$ cat config.mk
export PLATFORM = sky130hd
export DESIGN_NAME = u64da_cell
export DESIGN_NICKNAME = d
export VERILOG_FILES = /design/src/rtl/u64da_pkg.sv /design/src/rtl/u64da_cell.sv
export SDC_FILE = /design/constraint.sdc
export NUM_CORES = 1
export LEC_CHECK = 0
export BUFFER_PORTS_ARGS = -buffer_cell sky130_fd_sc_hd__clkbuf_2
export CORE_ASPECT_RATIO = 1.4
export CORE_MARGIN = 4
export CORE_UTILIZATION = 35
export CTS_CLUSTER_SIZE = 30
export DETAILED_ROUTE_END_ITERATION = 16
export GPL_ROUTABILITY_DRIVEN = 0
export PLACE_DENSITY_LB_ADDON = 0.25
export SLEW_MARGIN = 20
export SYNTH_ARGS = -nofsm -noshare
export SYNTH_HDL_FRONTEND = slang
export SYNTH_SLANG_ARGS = --single-unit
$ cat constraint.sdc
create_clock -name clock -period 11.4 [get_ports clock]
set_clock_uncertainty 0.05 [all_clocks]
set_input_delay 1.14 -clock clock [delete_from_list [all_inputs] [get_ports clock]]
set_output_delay 1.14 -clock clock [all_outputs]
set_load 0.05 [all_outputs]
$ cat src/rtl/u64da_pkg.sv
// ----------------------------------------------------------------------------
// u64da_pkg
// Types and constants shared by the 64-bit to decimal ASCII converter.
// ----------------------------------------------------------------------------
package u64da_pkg;

   localparam int ValueWidth = 64;
   localparam int NumDigits  = 20;
   localparam int DigitWidth = 4;
   localparam int BcdWidth   = NumDigits * DigitWidth;
   localparam int CharWidth  = 8;
   localparam int RspWidth   = NumDigits * CharWidth;

   localparam logic [DigitWidth-1:0] AdjustLimit = 4'd5;
   localparam logic [DigitWidth-1:0] AdjustAdd   = 4'd3;
   localparam logic [CharWidth-1:0]  AsciiZero   = 8'h30;

   // Work word carried down the cell row: binary bits still to shift in,
   // and the BCD digits built so far (digit 0 in the top nibble).
   typedef struct packed {
      logic [ValueWidth-1:0] bin;
      logic [BcdWidth-1:0]   bcd;
   } conv_type;

endpackage

$ cat src/rtl/u64da_cell.sv
// ----------------------------------------------------------------------------
// u64da_cell
// One shift-and-add-3 step: adjust every BCD digit, then shift in one bit.
// ----------------------------------------------------------------------------
module u64da_cell (
   input  logic                clock,
   input  logic                reset,
   input  logic                up_valid,
   output logic                up_ready,
   input  u64da_pkg::conv_type up_data,
   output logic                dn_valid,
   input  logic                dn_ready,
   output u64da_pkg::conv_type dn_data
);
   import u64da_pkg::*;

   logic     valid_ff;
   logic     valid_in;
   conv_type data_ff;
   conv_type data_in;
   logic [BcdWidth-1:0] bcd_adj;

   // Accept when empty or when the held item moves on this cycle.
   assign up_ready = !valid_ff || dn_ready;
   assign valid_in = up_ready ? up_valid : valid_ff;

   always_comb begin
      for (int d = 0; d < NumDigits; d++) begin
         if (up_data.bcd[d*DigitWidth +: DigitWidth] >= AdjustLimit) begin
            bcd_adj[d*DigitWidth +: DigitWidth] =
               up_data.bcd[d*DigitWidth +: DigitWidth] + AdjustAdd;
         end else begin
            bcd_adj[d*DigitWidth +: DigitWidth] =
               up_data.bcd[d*DigitWidth +: DigitWidth];
         end
      end
      data_in.bcd = {bcd_adj[BcdWidth-2:0], up_data.bin[ValueWidth-1]};
      data_in.bin = {up_data.bin[ValueWidth-2:0], 1'b0};
   end

   always_ff @(posedge clock) begin
      if (reset) begin
         valid_ff <= 1'b0;
      end else begin
         valid_ff <= valid_in;
      end
      if (up_ready && up_valid) begin
         data_ff <= data_in;
      end
   end

   assign dn_valid = valid_ff;
   assign dn_data  = data_ff;

endmodule

==> flow_metrics.tcl <==
set metrics [dict create \
    status "finished clean" \
    clock-sinks 144 \
    final_common_cell "clkbuf_2" \
    antenna_cells 0 \
    synth_seq_cells 144 \
    grt_pass1_vias 4216 \
    htree_levels 4 \
    io_pins 294 \
    drive_gt1_frac 0.432 \
    die_h_um 167 \
    crit_fanout 74 \
    ant_nets 0 \
    cts_tree "yes" \
    clockRootBuffer "clkbuf_16" \
    holdCritPathClass "reg2reg" \
    wl_per_cell_um 13.4 \
    yosysUniqueCellTypes 15 \
    critPathCaptureType "register" \
    layout_common_cells "clkbuf_2, edfxtp_1, nand2_1" \
    synth.cell_area_mm2 0.00635 \
    grt_setup_unrepaired "no" \
    r2r_cells 3 \
    top_usage_layer "met2" \
    core-area_mm2 0.0179 \
    yosysWarnings 0 \
    ys_seq_area_frac 0.679 \
    finalSetupViolCount 0 \
    grt-ovfl-total 0 \
    critPathArrivalTime_ns 3.03 \
    period_share 0.267 \
    clk_pin_slew_ns 0.06 \
    port-buffer-count 292 \
    ir_drop_mv 0.0690 \
    critical_path_class "in2reg" \
    firstDrtPassIters 4 \
    cts_setup_buffers 0 \
    layout.nets 965 \
    die_area_mm2 0.0204 \
    syn2layout_area_growth_pct 36.5 \
    rows 58 \
    wirelength_um 13800 \
    timing.rr.start "dn_valid$_SDFFE_PP0P_" \
    vias 4415 \
    fmax_mhz 329 \
    antenna_found_initial 0 \
    use_met3 0.0497 \
    use_met1 0.138 \
    cp-start-kind "primary input" \
    grtUsageTotal 0.134 \
    use_met2 0.239 \
    hpwl_um 10900 \
    syn_nets 654 \
    initial_core_util 0.354 \
    cts_resized 0 \
    final_cells 1029 \
    synth_cells 466 \
    final_max_slew_viol_count 0 \
    finalSetupTns_ns 0 \
    finalCriticalPeriod_ns 3.04 \
    numCtsBuffers 17 \
    fin_ws_ns 8.36 \
    worstMarginPinSlew_ns 0.962 \
    min-delay-start "dn_valid$_SDFFE_PP0P_" \
    grt_max_degree 75 \
    placed_cells 998 \
    die_w_um 122 \
    cap_violations 0 \
    whs_path_depth 2 \
    cts_buffer_depth 2 \
    insertion_delay_ns 0.41 \
    drc_errors 0 \
    avgViaCountPerCell 4.29 \
    pre_cts_ws_ns 7.88 \
    syn_area_per_cell_um2 13.6 \
    crit_required_ns 11.38 \
    finalHoldViolations 0 \
    drtIter0Drc 199 \
    hold_buffers 0 \
    powerDensity_mw_per_mm2 166 \
    max_slew_margin 0.359 \
    critPathLaunch "dn_ready" \
    grt_pass1_wl_um 21000 \
    leakage_nw 3.98 \
]
==> routing by layer <==
| metal | share of wire | up-vias |
|---|---|---|
| li1 | - | 2246 |
| met1 | 0.36 | 1982 |
| met2 | 0.53 | 164 |
| met3 | 0.084 | 23 |
| met4 | 0.027 | 0 |
| met5 | 0 | - |
==> critical path, cell delays in order <==
cell      delay [ns]
clkbuf_2        0.07
nand2b_1        0.13
and2_4          0.74
buf_4           0.84
==> cells by family (layout without fill, tap and decap cells) <==
kind of cell               Yosys count  count (layout)  synth area share
DFF                                144             144             0.679
xor gates and xnor gates            20              20            0.0276
other                                1               1          0.000590
buffers and inverters               42             365            0.0254
adders and majority gates           40              40            0.0788
and+or+nand+nor                    140             140            0.0989
AOI/OAI and AO/OA                   59              59            0.0583
muxes                               20              20            0.0315
==> path summary, 6_finish.rpt <==
kind | to | slack, ns
setup / recovery | dn_data[34]$_DFFE_PP_ | 8.36
hold / removal | dn_valid$_SDFFE_PP0P_ | 0.48
setup reg to reg | dn_data[34]$_DFFE_PP_ | 8.89
hold reg to reg | dn_valid$_SDFFE_PP0P_ | 0.48
==> final cells by class <==
cell class	instances	area (um2)
Fill cell	1666	9250
Sequential cell	144	4310
Multi-Input combinational cell	280	1880
Timing Repair Buffer	293	1470
Clock buffer	19	433
Tap cell	240	300
Inverter	41	154
Clock inverter	12	120
==> power breakdown <==
group          switching (W)  leakage [nW]  internal [W]
sequential        0.00000930          1.40      0.000631
clock               0.000208         0.267      0.000318
combinational       0.000203          2.31     0.0000689
total               0.000421          3.98       0.00102
==> sequential cells by signal (all words and copies together) (netlist names) <==
signal / cells
dn_data: 143
dn_valid: 1
==> synth_stat cells, drive strengths merged <==
master    n  area share
edfxtp  143        0.68
nand2    79       0.047
inv      41       0.024
ha       40       0.079
nand2b   40       0.039
o21ai    38       0.030
a21oi    21       0.028
mux2i    20       0.032
nor2     20       0.012
xnor2    20       0.028
and2      1     0.00099
buf       1      0.0012
conb      1     0.00059
dfxtp     1      0.0032
==> through the flow <==
stage	instance area, um2	total power (W)	hold WS, ns	util
2_1_floorplan	6350	0.000847	1.06	-
4_1_cts	8670	0.00146	0.483	0.484
6_report	8670	0.00144	0.477	0.484
3_3_place_gp	8120	0.000924	0.464	0.453
5_1_grt	8670	0.00150	0.510	0.484
3_5_place_dp	8120	0.000928	0.473	0.453
Power figures use the tool's default switching activity.
