`src/rtl/u64da_pkg.sv`:
```
// ----------------------------------------------------------------------------
// u64da_pkg
// Types and constants shared by the 64-bit to decimal ASCII converter.
// ----------------------------------------------------------------------------
package u64da_pkg;

   localparam int ValueWidth = 64;
   localparam int NumDigits  = 20;
   localparam int DigitWidth = 4;
   localparam int BcdWidth   = NumDigits * DigitWidth;
   localparam int CharWidth  = 8;
   localparam int RspWidth   = NumDigits * CharWidth;

   localparam logic [DigitWidth-1:0] AdjustLimit = 4'd5;
   localparam logic [DigitWidth-1:0] AdjustAdd   = 4'd3;
   localparam logic [CharWidth-1:0]  AsciiZero   = 8'h30;

   // Work word carried down the cell row: binary bits still to shift in,
   // and the BCD digits built so far (digit 0 in the top nibble).
   typedef struct packed {
      logic [ValueWidth-1:0] bin;
      logic [BcdWidth-1:0]   bcd;
   } conv_type;

endpackage

```
`src/rtl/u64da_ascii.sv`:
```
// ----------------------------------------------------------------------------
// u64da_ascii
// Output register: turns the finished BCD digits into packed ASCII.
// ----------------------------------------------------------------------------
module u64da_ascii (
   input  logic                          clock,
   input  logic                          reset,
   input  logic                          up_valid,
   output logic                          up_ready,
   input  u64da_pkg::conv_type           up_data,
   output logic                          rsp_tvalid,
   input  logic                          rsp_tready,
   output logic [u64da_pkg::RspWidth-1:0] rsp_tdata
);
   import u64da_pkg::*;

   logic                valid_ff;
   logic                valid_in;
   logic [RspWidth-1:0] tdata_ff;
   logic [RspWidth-1:0] tdata_in;
   logic [BcdWidth-1:0] chars_be;

   assign up_ready = !valid_ff || rsp_tready;
   assign valid_in = up_ready ? up_valid : valid_ff;

   // Digit 0 sits in the top nibble of bcd; map nibble to byte in place.
   // Fields from the low end, each top byte first, hold digits 0..7, 8..15, 16..19.
   always_comb begin
      chars_be = up_data.bcd;
      for (int d = 0; d < 8; d++) begin
         tdata_in[d*CharWidth +: CharWidth] =
            AsciiZero | {4'd0, chars_be[(12 + d)*DigitWidth +: DigitWidth]};
         tdata_in[64 + d*CharWidth +: CharWidth] =
            AsciiZero | {4'd0, chars_be[(4 + d)*DigitWidth +: DigitWidth]};
      end
      for (int d = 0; d < 4; d++) begin
         tdata_in[128 + d*CharWidth +: CharWidth] =
            AsciiZero | {4'd0, chars_be[d*DigitWidth +: DigitWidth]};
      end
   end

   always_ff @(posedge clock) begin
      if (reset) begin
         valid_ff <= 1'b0;
      end else begin
         valid_ff <= valid_in;
      end
      if (up_ready && up_valid) begin
         tdata_ff <= tdata_in;
      end
   end

   assign rsp_tvalid = valid_ff;
   assign rsp_tdata  = tdata_ff;

endmodule

```
`config.mk`:
```
export PLATFORM = sky130hd
export DESIGN_NAME = u64da_ascii
export DESIGN_NICKNAME = d
export VERILOG_FILES = /design/src/rtl/u64da_pkg.sv /design/src/rtl/u64da_ascii.sv
export SDC_FILE = /design/constraint.sdc
export NUM_CORES = 1
export LEC_CHECK = 0
export BUFFER_PORTS_ARGS = -buffer_cell sky130_fd_sc_hd__buf_4
export CAP_MARGIN = 20
export CORE_AREA = 2 2 121 123
export DETAILED_ROUTE_END_ITERATION = 16
export DIE_AREA = 0 0 123 125
export PLACE_DENSITY_LB_ADDON = 0.15
export SLEW_MARGIN = 20
export SYNTH_ARGS = -nofsm -noshare
export SYNTH_HDL_FRONTEND = slang
export SYNTH_SLANG_ARGS = --single-unit
export TNS_END_PERCENT = 20
```
`constraint.sdc`:
```
create_clock -name clock -period 3.8 [get_ports clock]
set_input_delay 0.76 -clock clock [delete_from_list [all_inputs] [get_ports clock]]
set_output_delay 0.76 -clock clock [all_outputs]
set_load 0.03 [all_outputs]
```
==> impl_metrics.ini <==
[worst_setup_path]
r2r_slack_ps = 2320
arrival_ps = 1170
critPathKind = input port to output pin
critPathMaxFanout = 3
crit_buf_inv = 2
crit_family = buffers and inverters
worstSetupStartpointType = input port
endpoint_kind = output pin
reg2reg_to = rsp_tdata[75]$_DFFE_PP_
max_stage_delay_ps = 160
regToRegStartpoint = rsp_tvalid$_SDFFE_PP0P_
cpMostUsedCell = buf_4
critPathRequiredTime_ps = 3040
cp_slowest_cell = buf_4
path_cells = buf_4 > nand2b_4 > buf_4
reg2reg_depth = 3

[timing]
grt_setup_unrepaired = false
setup_ws_ps = 1867
post-route-period-util_pct = 50.87
finalSetupTns_ps = 0
fmax_ghz = 0.5173
fin_crit_ps = 1933
skew_ps = 4.571
maxSlewViolCount = 0
hold_viol_final = 0
setup_viol = 0

[floorplanning]
core-area_sq_um = 14200
io-pin-count = 310
die_area_sq_um = 15380
initial_core_util_pct = 21.58
die_y_um = 125
num_rows = 44
die_width_um = 123

[hold_path]
whs_endpoint = rsp_tvalid$_SDFFE_PP0P_
min-delay-start = rsp_tvalid$_SDFFE_PP0P_
hp-class = register to register
hold_depth = 2

[pwr]
p_per_area_nw_per_um2 = 503.6
power_frac_clock_pct = 37.2
p_switching_uw = 619.7
seq_power_share_pct = 46.3
p_int_mw = 1.668
switching_share_pct = 27.09
p_leak_nw = 2.003
irDropWorstVdd_mv = 0.2918
power_mw = 2.287
p_comb_share_pct = 16.6

[synthesis]
yosys_warnings = 0
synth_cells = 167
synth_common_cells = 80 x buf_4, 80 x edfxtp_1, 2 x conb_1
yosys-top-cells-area = edfxtp_1 78%, buf_4 20%, dfxtp_1 0.65%, nand2b_4 0.45%, a21oi_2 0.29%
avgSynthCellArea_sq_um = 18.36
ys_ff_latch = 81
ys_async_sr_fraction_pct = 0
synth_cell_types = 8
synth_top_area_share_pct = 78.37
yosysSeqAreaShare_pct = 79.02
ys.flop_type = edfxtp_1
yosysTopAreaCell = edfxtp_1
syn_area_sq_um = 3065
synth_edf_count = 80

[route]
drt-met1-wl_um = 2111
maxUsedRoutingLayer = met4
met2_length_um = 3728
dr_wl_met3_um = 843
dr.pass1.iters = 4
drtAntennaViolNets = 0
avgViaCountPerCell = 3.203
dr.first_iter.drc_count = 53
drc = 0
num_vias = 1701
wl_um = 6836
avgRoutedWirePerCell_um = 12.87

[flow_run]
drv_cap = 0

[clock_network]
cts.repair.resized = 0
tritoncts = done
cts_buffer_depth = 2
cts_root_buf = clkbuf_16
clock_sinks = 81
clk_pin_slew_ps = 60
h-tree-depth = 3
numCtsBuffers = 9
holdBufCountCts = 0
cts_setup_buffers = 0
clock_latency_ps = 330

[placement]
dp_hpwl_um = 5109
port_buffers = 165
pre_cts_ws_ps = 1520
gp_congestion = 0.7349

[run_status]
status = complete, no violations

[cells_and_area]
multiInputGateArea_sq_um = 331.6
fin_util_pct = 31.98
drive_gt1_share_pct = 52.45
fillCellCount = 1441
fin_nets = 490
n_antenna_cell = 0
seq_area_sq_um = 2422
area_delta_synth_final_pct = 48.16

[global_route]
grt_max_degree = 81
grt-ovfl-total = 0
grt_pass1_wl_um = 9584
antenna_found_initial = 0
grt_use_total_pct = 8.888
grt_pass1_vias = 1660
## stage by stage
stage          cells  area [sq um]  hold slack (ps)
4_1_cts          530          4514            509.2
5_1_grt          531          4542            531.7
3_3_place_gp     514          4227            488.2
6_report         531          4542            506.0
3_5_place_dp     514          4227            497.4
2_1_floorplan    245          3358            700.5
## state kept, by name, summed over array words and instances, names as in the netlist
| signal | flops |
|---|---|
| rsp_tvalid | 1 |
| rsp_tdata | 80 |
## cell usage in the layout, fill, tap and decap left out
master	instances
buf_4	165
conb_1	80
edfxtp_1	80
clkbuf_16	9
clkinv_1	2
nand2b_4	1
inv_1	1
a21oi_2	1
and2_4	1
clkinv_2	1
clkinvlp_4	1
clkbuf_1	1
clkinv_4	1
bufinv_16	1
buf_16	1
dfxtp_1	1
## worst min-delay path, delay by kind of cell, from the launching register on
| family | cells | cell delay [ps] |
|---|---|---|
| DFF | 1 | 340 |
| and+or+nand+nor | 1 | 90 |
| AOI/OAI and AO/OA | 1 | 50 |
## power groups by stage
stage / combinational (mW) / clock, mW / sequential, mW
5_1_grt: 0.399 / 0.923 / 1.06
2_1_floorplan: 0.185 / 0 / 1.18
3_5_place_dp: 0.378 / 0 / 1.08
3_3_place_gp: 0.377 / 0 / 1.08
6_report: 0.380 / 0.850 / 1.06
4_1_cts: 0.378 / 0.894 / 1.06
## worst max path at each step
stage,from,to,slack [ps],cells past startpoint
after CTS,rsp_tready,up_ready,1870,3
after floorplan,rsp_tready,rsp_tdata[0]$_DFFE_PP_,1810,2
after detailed placement,rsp_tready,rsp_tdata[2]$_DFFE_PP_,1520,3
after global placement,rsp_tready,rsp_tdata[2]$_DFFE_PP_,1530,3
final,rsp_tready,up_ready,1870,3
after global routing,rsp_tready,up_ready,1850,3
## kinds of logic after synthesis
kind of cell | count (synthesis) | synth area share (%)
buf+inv | 81 | 19.71
other cells | 2 | 0.2450
compound gates | 1 | 0.2858
flops | 81 | 79.02
simple gates | 2 | 0.7346
## metal layers
metal	up-vias	GRT usage, %
met5	-	0
met4	0	3.610
met3	9	5.794
met2	116	15.34
met1	800	8.172
li1	776	-
## final cells by class
cell class	count	share of cell area (%)
Clock buffer	10	5.041
Inverter	1	0.08264
Tap cell	184	5.069
Clock inverter	6	1.295
Multi-Input combinational cell	83	7.300
Sequential cell	81	53.33
Timing Repair Buffer	166	27.88
Power figures use the tool's default switching activity.
